===== config.mk =====
export PLATFORM = sky130hd
export DESIGN_NAME = bmh_ctrl
export DESIGN_NICKNAME = d
export VERILOG_FILES = /design/src/sv/bmh_pkg.sv /design/src/sv/bmh_ctrl.sv
export SDC_FILE = /design/constraint.sdc
export NUM_CORES = 1
export LEC_CHECK = 0
export CORE_MARGIN = 1
export CORE_UTILIZATION = 55
export DETAILED_ROUTE_END_ITERATION = 10
export DONT_BUFFER_PORTS = 1
export PLACE_DENSITY = 0.71
export REMOVE_ABC_BUFFERS = 1
export SYNTH_ARGS = -nofsm -noshare
export SYNTH_HDL_FRONTEND = slang
export SYNTH_SLANG_ARGS = --single-unit
export TNS_END_PERCENT = 30

===== constraint.sdc =====
create_clock -name clk -period 5.8 [get_ports clk]
set_input_delay 0.58 -clock clk [delete_from_list [all_inputs] [get_ports clk]]
set_output_delay 0.58 -clock clk [all_outputs]
set_load 0.02 [all_outputs]

===== src/sv/bmh_pkg.sv =====
// shared types and constants for the binary max-heap
`default_nettype none

package bmh_pkg;

	localparam int DEF_CAPACITY = 1024;
	localparam int KEY_W        = 32;
	localparam int COUNT_OUT_W  = 11;

	// operation codes carried in the input word
	typedef enum logic [1:0] {
		MODE_PUSH   = 2'd0,
		MODE_POP    = 2'd1,
		MODE_APPEND = 2'd2,
		MODE_BUILD  = 2'd3
	} mode_t;

	// result status codes
	typedef enum logic [1:0] {
		STAT_OK        = 2'd0,
		STAT_POP_EMPTY = 2'd1,
		STAT_FULL      = 2'd2
	} status_t;

	// controller states
	typedef enum logic [3:0] {
		S_IDLE,
		S_PUSH_CMP,
		S_POP_KEY,
		S_BLD_NEXT,
		S_BLD_RD,
		S_DN_L,
		S_DN_CMP,
		S_FIN,
		S_DONE
	} state_t;

	typedef struct packed {
		mode_t                    mode;
		logic signed [KEY_W-1:0]  key_in;
	} in_word_t;

	typedef struct packed {
		logic signed [KEY_W-1:0]   max_key;
		logic                      is_empty;
		logic [COUNT_OUT_W-1:0]    entry_count;
		status_t                   status;
	} out_word_t;

endpackage

`default_nettype wire


===== src/sv/bmh_ctrl.sv =====
// heap sequencer: push sift-up, pop and build sift-down over the key ram
`default_nettype none

module bmh_ctrl #(
	parameter int CAPACITY = bmh_pkg::DEF_CAPACITY
) (
	input  wire logic                      clk,
	input  wire logic                      arst_n,
	input  wire logic                      in_valid,
	output logic                           in_ready,
	input  wire bmh_pkg::in_word_t         in_word,
	output logic                           res_valid,
	input  wire logic                      res_ready,
	output bmh_pkg::out_word_t             res_word,
	output logic                           ram_we,
	output logic [$clog2(CAPACITY)-1:0]    ram_waddr,
	output logic [bmh_pkg::KEY_W-1:0]      ram_wdata,
	output logic [$clog2(CAPACITY)-1:0]    ram_raddr,
	input  wire logic [bmh_pkg::KEY_W-1:0] ram_rdata
);

	localparam int ADDR_W = $clog2(CAPACITY);
	localparam int CNT_W  = $clog2(CAPACITY + 1);
	localparam int POS_W  = CNT_W + 1;

	// 1-based heap position to ram index
	function automatic logic [ADDR_W-1:0] pos_to_idx(input logic [POS_W-1:0] p);
		logic [POS_W-1:0] t;
		t = p - 1'b1;
		return t[ADDR_W-1:0];
	endfunction

	bmh_pkg::state_t  state_q, state_d;
	bmh_pkg::mode_t   mode_q, mode_d;
	bmh_pkg::status_t status_q, status_d;
	logic [CNT_W-1:0] count_q, count_d;
	logic [CNT_W-1:0] pos_q, pos_d;
	logic [CNT_W-1:0] bld_q, bld_d;
	logic             has_right_q, has_right_d;
	logic signed [bmh_pkg::KEY_W-1:0] key_q, key_d;
	logic signed [bmh_pkg::KEY_W-1:0] left_q, left_d;
	logic signed [bmh_pkg::KEY_W-1:0] root_q;
	logic signed [bmh_pkg::KEY_W-1:0] rd_key;

	logic [POS_W-1:0] lc_pos, rc_pos, half_cnt, best_pos;
	logic [CNT_W-1:0] up_pos;
	logic             left_gt, right_gt, child_move, accept;
	logic signed [bmh_pkg::KEY_W-1:0] best_val, move_val;
	bmh_pkg::state_t  sift_end;

	assign rd_key   = ram_rdata;
	assign accept   = in_valid && in_ready;
	assign in_ready = (state_q == bmh_pkg::S_IDLE);

	// child positions and sift-down compare against the held key
	assign lc_pos     = {pos_q, 1'b0};
	assign rc_pos     = {pos_q, 1'b1};
	assign half_cnt   = POS_W'(count_q >> 1);
	assign left_gt    = left_q > key_q;
	assign best_val   = left_gt ? left_q : key_q;
	assign right_gt   = has_right_q && (rd_key > best_val);
	assign child_move = left_gt || right_gt;
	assign best_pos   = right_gt ? rc_pos : lc_pos;
	assign move_val   = right_gt ? rd_key : left_q;
	assign up_pos     = pos_q >> 1;
	assign sift_end   = (mode_q == bmh_pkg::MODE_BUILD) ? bmh_pkg::S_BLD_NEXT
	                                                    : bmh_pkg::S_DONE;

	// result word
	assign res_valid            = (state_q == bmh_pkg::S_DONE);
	assign res_word.max_key     = (count_q == '0) ? '0 : root_q;
	assign res_word.is_empty    = (count_q == '0);
	assign res_word.entry_count = bmh_pkg::COUNT_OUT_W'(count_q);
	assign res_word.status      = status_q;

	// next state, ram access and register updates
	always_comb begin
		state_d     = state_q;
		mode_d      = mode_q;
		status_d    = status_q;
		count_d     = count_q;
		pos_d       = pos_q;
		bld_d       = bld_q;
		has_right_d = has_right_q;
		key_d       = key_q;
		left_d      = left_q;
		ram_we      = 1'b0;
		ram_waddr   = '0;
		ram_wdata   = key_q;
		ram_raddr   = '0;
		unique case (state_q)
			bmh_pkg::S_IDLE: begin
				if (accept) begin
					mode_d   = in_word.mode;
					status_d = bmh_pkg::STAT_OK;
					key_d    = in_word.key_in;
					unique case (in_word.mode)
						bmh_pkg::MODE_PUSH, bmh_pkg::MODE_APPEND: begin
							if (count_q == CNT_W'(CAPACITY)) begin
								status_d = bmh_pkg::STAT_FULL;
								state_d  = bmh_pkg::S_DONE;
							end else if (in_word.mode == bmh_pkg::MODE_APPEND ||
							             count_q == '0) begin
								ram_we    = 1'b1;
								ram_waddr = ADDR_W'(count_q);
								ram_wdata = in_word.key_in;
								count_d   = count_q + 1'b1;
								state_d   = bmh_pkg::S_DONE;
							end else begin
								count_d   = count_q + 1'b1;
								pos_d     = count_q + 1'b1;
								ram_raddr = pos_to_idx(POS_W'((count_q + 1'b1) >> 1));
								state_d   = bmh_pkg::S_PUSH_CMP;
							end
						end
						bmh_pkg::MODE_POP: begin
							if (count_q == '0) begin
								status_d = bmh_pkg::STAT_POP_EMPTY;
								state_d  = bmh_pkg::S_DONE;
							end else begin
								ram_raddr = pos_to_idx({1'b0, count_q});
								count_d   = count_q - 1'b1;
								state_d   = bmh_pkg::S_POP_KEY;
							end
						end
						bmh_pkg::MODE_BUILD: begin
							bld_d   = count_q >> 1;
							state_d = bmh_pkg::S_BLD_NEXT;
						end
					endcase
				end
			end
			// parent word is on the read port
			bmh_pkg::S_PUSH_CMP: begin
				if (rd_key < key_q) begin
					ram_we    = 1'b1;
					ram_waddr = pos_to_idx({1'b0, pos_q});
					ram_wdata = rd_key;
					pos_d     = up_pos;
					if (up_pos > CNT_W'(1)) begin
						ram_raddr = pos_to_idx(POS_W'(up_pos >> 1));
					end else begin
						state_d = bmh_pkg::S_FIN;
					end
				end else begin
					ram_we    = 1'b1;
					ram_waddr = pos_to_idx({1'b0, pos_q});
					state_d   = bmh_pkg::S_DONE;
				end
			end
			// last word is on the read port, it becomes the root unless the heap is now empty
			bmh_pkg::S_POP_KEY: begin
				if (count_q == '0) begin
					state_d = bmh_pkg::S_DONE;
				end else if (count_q >= CNT_W'(2)) begin
					key_d     = rd_key;
					pos_d     = CNT_W'(1);
					ram_raddr = pos_to_idx(POS_W'(2));
					state_d   = bmh_pkg::S_DN_L;
				end else begin
					ram_we    = 1'b1;
					ram_waddr = '0;
					ram_wdata = rd_key;
					state_d   = bmh_pkg::S_DONE;
				end
			end
			// next internal node of a build, walking toward the root
			bmh_pkg::S_BLD_NEXT: begin
				if (bld_q == '0) begin
					state_d = bmh_pkg::S_DONE;
				end else begin
					ram_raddr = pos_to_idx({1'b0, bld_q});
					state_d   = bmh_pkg::S_BLD_RD;
				end
			end
			bmh_pkg::S_BLD_RD: begin
				key_d     = rd_key;
				pos_d     = bld_q;
				bld_d     = bld_q - 1'b1;
				ram_raddr = pos_to_idx({bld_q, 1'b0});
				state_d   = bmh_pkg::S_DN_L;
			end
			// left child arrives, fetch the right one
			bmh_pkg::S_DN_L: begin
				left_d      = rd_key;
				has_right_d = (rc_pos <= {1'b0, count_q});
				ram_raddr   = pos_to_idx(rc_pos);
				state_d     = bmh_pkg::S_DN_CMP;
			end
			// pick the larger child and move it up, or settle the key here
			bmh_pkg::S_DN_CMP: begin
				ram_we    = 1'b1;
				ram_waddr = pos_to_idx({1'b0, pos_q});
				if (child_move) begin
					ram_wdata = move_val;
					pos_d     = best_pos[CNT_W-1:0];
					if (best_pos <= half_cnt) begin
						ram_raddr = pos_to_idx({best_pos[CNT_W-1:0], 1'b0});
						state_d   = bmh_pkg::S_DN_L;
					end else begin
						state_d = bmh_pkg::S_FIN;
					end
				end else begin
					state_d = sift_end;
				end
			end
			bmh_pkg::S_FIN: begin
				ram_we    = 1'b1;
				ram_waddr = pos_to_idx({1'b0, pos_q});
				state_d   = sift_end;
			end
			bmh_pkg::S_DONE: begin
				if (res_ready) begin
					state_d = bmh_pkg::S_IDLE;
				end
			end
			default: begin
				state_d = bmh_pkg::S_IDLE;
			end
		endcase
	end

	// control registers
	always_ff @(posedge clk or negedge arst_n) begin
		if (!arst_n) begin
			state_q <= bmh_pkg::S_IDLE;
			count_q <= '0;
		end else begin
			state_q <= state_d;
			count_q <= count_d;
		end
	end

	// datapath registers
	always_ff @(posedge clk) begin
		mode_q      <= mode_d;
		status_q    <= status_d;
		pos_q       <= pos_d;
		bld_q       <= bld_d;
		has_right_q <= has_right_d;
		key_q       <= key_d;
		left_q      <= left_d;
		if (ram_we && ram_waddr == '0) begin
			root_q <= ram_wdata;
		end
	end

endmodule

`default_nettype wire


==> results_dict.tcl, run 1 <==
set metrics [dict create \
    r2r_cells 26 \
    clockBufferDepth 2 \
    numCtsBuffers 17 \
    timing.fmax_mhz 145 \
    synth_cell_type_count 75 \
    maxCapViolations 0 \
    gp_congestion 0.994 \
    netlist_instances 1330 \
    rsz0062_at_grt "yes" \
    chipWidth_um 148 \
    cpMostUsedCell "buf_4" \
    grt_pass1_vias 10900 \
    worstMarginPinSlew_ps 1230 \
    clk_pin_slew_ps 60 \
    start_util_pct 56.1 \
    num_io_pins 171 \
    grt_pass1_wl_um 60800 \
    worst_path_largest_cell_delay_ps 530 \
    drc 0 \
    regArea_um2 4070 \
    dp_hpwl_um 28400 \
    grtUsageMet3_pct 7.36 \
    antenna_found_initial 0 \
    drt-total-wl_um 41200 \
    report.final.slew_viol_count 0 \
    place_area_um2 13100 \
    busiest_layer "met2" \
    syn_area_um2 11800 \
    worstHoldPathCells 0 \
    portBuffers 0 \
    grt-ovfl-total 0 \
    setup_viol 42 \
    postRouteAntennaNets 0 \
    synthArstFlopShare_pct 10.9 \
    ys_ff_latch 138 \
    track_usage_pct 35.9 \
    vias 11600 \
    path_depth 29 \
    drive_gt1_share_pct 23.8 \
    crit_buf_inv 8 \
    relSlewSlack_pct 17.8 \
    worstSetupEndpointType "output port" \
    crit_family "simple AND/OR/NAND/NOR gates" \
    fillers 1535 \
    met1_usage_pct 45.6 \
    via_per_inst 6.63 \
    path_max_fanout 7 \
    synth_area_leader_cell "edfxtp_1" \
    h-tree-depth 4 \
    grt_max_degree 40 \
    yosys_warnings 0 \
    nets 1658 \
    synth_area_per_cell_um2 8.87 \
    drtIter0Drc 1415 \
    synth_ff_type "edfxtp_1" \
    met2_usage_pct 59.6 \
    yosysSeqAreaShare_pct 34.5 \
    pwr_density_cell_nw_per_um2 590 \
    cp-start-kind "flop" \
    synth_top_area_share_pct 31.3 \
    wl_per_cell_um 23.5 \
    design_area_um2 14700 \
    area_growth_pct 24.4 \
    cp_data_arrival_time_ps 6330 \
    clockRootBuffer "clkbuf_16" \
    core-area_um2 21000 \
    hold_class "in -> reg" \
    final_core_util_pct 69.8 \
    hold-worst-slack_ps 240 \
    min_period_ps 6910 \
    cts_tree "built" \
    outcome "complete, but fails checks" \
    synth_edf_count 123 \
    die_h_um 148 \
    dieArea_um2 22000 \
    p_leak_nw 5.89 \
    final.setup.worst_slack_ps -1110 \
    period_share_pct 119 \
    dr.pass1.iters 8 \
    peakVddDrop_mv 0.414 \
    yosys-top-cells-area "edfxtp_1 31%, ha_1 13%, o21ai_0 4.8%" \
    hold_viol_final 0 \
    clock-sinks 138 \
    clk_latency_ps 430 \
    failed_checks "negative setup slack" \
    critPathKind "reg -> out" \
    cp_slowest_cell "or4_4" \
    cp.required_ps 5220 \
    multi_input_area_um2 7660 \
    fin_worst_skew_ps 14.6 \
    rows 53 \
]
[registers in the layout, summed over array words and instances, names as in the netlist]
name         count
key_q           32
left_q          32
root_q          32
bld_q           11
count_q         11
pos_q           11
state_q          4
mode_q           2
status_q         2
has_right_q      1
[per-stage QoR]
step	std cells	setup WS [ps]	total power [mW]	setup TNS, ps
after floorplan	1248	-1430	4.93	-74400
after global placement	1681	-607	6.69	-5610
after detailed placement	1681	-788	6.79	-10230
after CTS	1728	-903	8.09	-19830
after global routing	1752	-1300	9.12	-35040
final	1753	-1110	8.65	-26760
[Yosys cell counts (32+ instances only)]
cell	number
ha_1	124
and2_1	35
xnor2_1	36
edfxtp_1	123
o21ai_1	33
clkbuf_1	73
and3_1	38
nor2_1	92
inv_1	64
a21boi_0	32
o21ai_0	114
nand4_1	62
nand2_1	105
a21oi_1	72
[worst paths after layout]
check | startpoint | endpoint | slack, ps
worst max-delay path | key_q[6] | ram_raddr[2] | -1110
worst min-delay path | ram_rdata[0] | left_q[0] | 240
worst max register to register | key_q[6] | root_q[29] | 70
worst min register to register | bld_q[10] | bld_q[10] | 670
max in group asynchronous | arst_n | state_q[0] | 4660
min in group asynchronous | arst_n | count_q[7] | 650
[report_power, final]
| group | switching (mW) | total, mW | internal, mW |
|---|---|---|---|
| Sequential | 0.396 | 1.97 | 1.57 |
| Combinational | 3.33 | 5.63 | 2.31 |
| Clock | 0.459 | 1.05 | 0.590 |
| Total | 4.18 | 8.65 | 4.47 |
[layer usage]
| layer | part of all wire, % | wire (um) |
|---|---|---|
| met4 | 3.6 | 1480 |
| met1 | 39 | 15900 |
| met2 | 48 | 19600 |
| met5 | 0 | 0 |
| met3 | 10 | 4140 |
[worst reg2reg max path: stages (launching register included)]
cell and delay (ps):
edfxtp_1 430, inv_2 110, ha_4 220, a21oi_1 220, o21ai_2 110, a221o_1 350, o31ai_2 180, buf_4 150
buf_6 90, o2111ai_4 110, buf_12 180, clkbuf_16 170, a21boi_4 160, nor2_2 60, ha_1 300, nand4_1 160
buf_4 170, or4_4 530, nor3_4 240, buf_4 160, buf_4 110, o31a_1 240, nor3_4 90, buf_6 140
clkbuf_16 160, o21ai_0 160, nand4_1 330
[area by class of cell]
cell class                      instances  share of cell area, %
Clock buffer                           18                   2.93
Antenna cell                            1                 0.0171
Multi-Input combinational cell       1043                   52.3
Clock inverter                         14                  0.819
Inverter                               67                   1.71
Tap cell                              275                   2.35
Timing Repair Buffer                  197                   12.2
Sequential cell                       138                   27.7
[layout by cell type, fill, tap and decap left out, types with 11 or more instances in the layout]
cell and n:
nand2_1 104, ha_1 114, o21ai_1 45, a21boi_1 13, xor2_1 19, nor2_1 88, nor2b_1 11, nand3_1 24
o211ai_1 11, and2_1 35, nor3_1 20, and3_1 37, a21o_1 13, buf_4 167, dfrtp_1 15, mux2_2 31
inv_1 54, o21ai_0 98, o22ai_1 11, a21oi_1 64, xnor2_1 36, inv_2 12, clkbuf_16 22, edfxtp_1 123
nand4_1 62
[kinds of logic after synthesis]
logic type      count (synthesis)  share of synthesized area, %
flops                         138                          34.5
buf+inv                       149                          4.91
mux                            35                          3.30
compound gates                374                          19.8
xor+xnor                       55                          4.08
fa+ha+maj                     124                          13.2
simple gates                  455                          20.2
[what timing repair did]
action / in CTS / in global routing
hold buffers: 1 / 0
endpoints found under the hold margin: 15 / 0
buffers inserted: 12 / 18
setup endpoints to repair: 43 / 70
pin swaps: 15 / 41
gates resized for setup: 65 / 81
gates cloned: 2 / 6
Power figures use the tool's default switching activity.
==> run 2: changes to the inputs <==
ABC_AREA = 1   (was unset)
CORE_MARGIN = 8   (was 1)
PLACE_DENSITY = 0.73   (was 0.71)
==> results_dict.tcl, run 2 <==
set metrics [dict create \
    yosys-top-cells-area "edfxtp_1 28%, nand2_1 17%, ha_1 12%" \
    chipWidth_um 170 \
    yosysSeqAreaShare_pct 31.4 \
    numCtsBuffers 17 \
    failed_checks "negative setup slack" \
    place_area_um2 13600 \
    fin_worst_skew_ps 13.8 \
    cp.required_ps 5220 \
    cp_slowest_cell "edfxtp_1" \
    design_area_um2 15300 \
    r2r_setup_slack_ps 680 \
    place_worst_setup_slack_ps 59.0 \
    hold-worst-slack_ps 233 \
    antenna_cells 0 \
    final_cell_mix "566 x nand2_1, 186 x inv_1, 140 x o21ai_0" \
    tns_ps -116 \
    core-area_um2 23300 \
    synthArstFlopShare_pct 10.9 \
    grt-ovfl-total 0 \
    dieArea_um2 28800 \
    hold_class "in -> reg" \
    clockBufferDepth 2 \
    via_per_inst 6.14 \
    drc 0 \
    synth_area_per_cell_um2 6.95 \
    yosys_warnings 0 \
    r2r-start "left_q[11]" \
    gp_congestion 1.01 \
    min_period_ps 5850 \
    nets 2121 \
    drive_gt1_share_pct 16.2 \
    h-tree-depth 4 \
    drtIter0Drc 1588 \
    clock-sinks 138 \
    wl_per_cell_um 22.2 \
    worstMarginPinSlew_ps 1230 \
    grt_pass1_vias 12600 \
    relSlewSlack_pct 17.8 \
    rsz0062_at_grt "yes" \
    critPathKind "reg -> out" \
    vias 13900 \
    synth_area_leader_cell "edfxtp_1" \
    cp_data_arrival_time_ps 5270 \
    postRouteAntennaNets 0 \
    worst_path_largest_cell_delay_ps 440 \
    synth_edf_count 123 \
    dr.pass1.iters 5 \
    clk_pin_slew_ps 70 \
    reg_top3 "key_q (32), left_q (32), root_q (32)" \
    cp-start-kind "flop" \
    start_util_pct 55.6 \
    synth_common_cells "597 x nand2_1, 207 x inv_1, 157 x o21ai_0" \
    final_common_cell "nand2_1" \
    hold_viol_final 0 \
    die_h_um 170 \
    yosysMostFrequentCell "nand2_1" \
    timing.fmax_mhz 171 \
    worstSetupEndpointType "output port" \
    netlist_instances 1867 \
    final.setup.worst_slack_ps -52.8 \
    synth_ff_type "edfxtp_1" \
    dp_hpwl_um 33200 \
    outcome "complete, but fails checks" \
    syn_area_um2 13000 \
    drt-total-wl_um 50100 \
    synth_cell_type_count 53 \
    period_share_pct 101 \
    setup_viol 6 \
    clockRootBuffer "clkbuf_16" \
    cts_tree "built" \
    num_io_pins 171 \
    antenna_found_initial 0 \
    area_growth_pct 18.2 \
    portBuffers 0 \
    multi_input_area_um2 8400 \
    fillers 1990 \
    regArea_um2 4070 \
    grt_pass1_wl_um 73100 \
    synth_top_area_share_pct 28.5 \
    min_from "ram_rdata[30]" \
    rows 56 \
    clk_latency_ps 440 \
    cpMostUsedCell "nand2_2" \
    crit_path_start "left_q[11]" \
    track_usage_pct 32.8 \
    grt_max_degree 53 \
    path_max_fanout 8 \
    maxCapViolations 0 \
    report.final.slew_viol_count 0 \
    ys_ff_latch 138 \
]
-- run 2: changes by cell type in the layout (fill, tap and decap cells not counted), moves of 42 or more --
cell     change
a21oi_1     +43
buf_4       -79
inv_1      +132
nand2_1    +462
nor2_1      +45
o21ai_0     +42
-- run 2: final timing paths --
kind / to / cells past startpoint
min in group asynchronous: count_q[0] / 1
max in group asynchronous: count_q[10] / 1
worst max register to register: root_q[31] / 26
worst min-delay path: left_q[30] / 0
worst max-delay path: ram_raddr[9] / 29
worst min register to register: has_right_q / 1
-- run 2: kinds of logic (layout without fill, tap and decap cells) --
kind of cell	Yosys count	in the layout	share of synthesized area, %
compound gates	383	383	16.2
xor+xnor	30	30	2.08
fa+ha+maj	124	124	12.0
buf+inv	292	363	9.18
flops	138	138	31.4
simple gates	900	901	29.2
-- run 2: through the flow --
| stage | cells | utilization, % |
|---|---|---|
| after floorplan | 1798 | - |
| after global placement | 2178 | 58.2 |
| after detailed placement | 2178 | 58.2 |
| after CTS | 2223 | 62.0 |
| after global routing | 2258 | 65.7 |
| final | 2258 | 65.7 |
-- run 2: critical path: cells and delay by family, from the launching register on --
family,cells,cell delay (ps)
simple gates,19,2540
fa+ha+maj,3,740
compound gates,4,550
buf+inv,3,540
flops,1,440
-- run 2: final cells by class --
class / count / share of cell area, %
flip-flops and latches: 138 / 26.5
clock buffers: 17 / 2.77
clock inverters: 14 / 1.10
repair buffers: 109 / 6.74
multi-input cells: 1438 / 54.8
inverters: 223 / 5.47
well taps: 319 / 2.60
-- run 2: routing by layer --
layer  global-route usage, %  routed length, um  vias to the layer above
li1                        -                  -                     6386
met1                    43.1              19600                     6376
met2                    50.5              22300                      946
met3                    8.03               6260                      155
met4                    14.3               1940                        0
met5                       0                  0                        -
-- run 2: repair_timing --
action / in CTS / in global routing
setup buffers: 9 / 35
gates cloned: 4 / 2
hold buffers: 1 / 0
pin swaps: 17 / 65
setup endpoints to repair: 42 / 42
endpoints found under the hold margin: 15 / 0
gates resized for setup: 37 / 139
Power of run 2 is not shown: default switching activity piles up to over one toggle a cycle in this logic, so the estimate is an artifact.
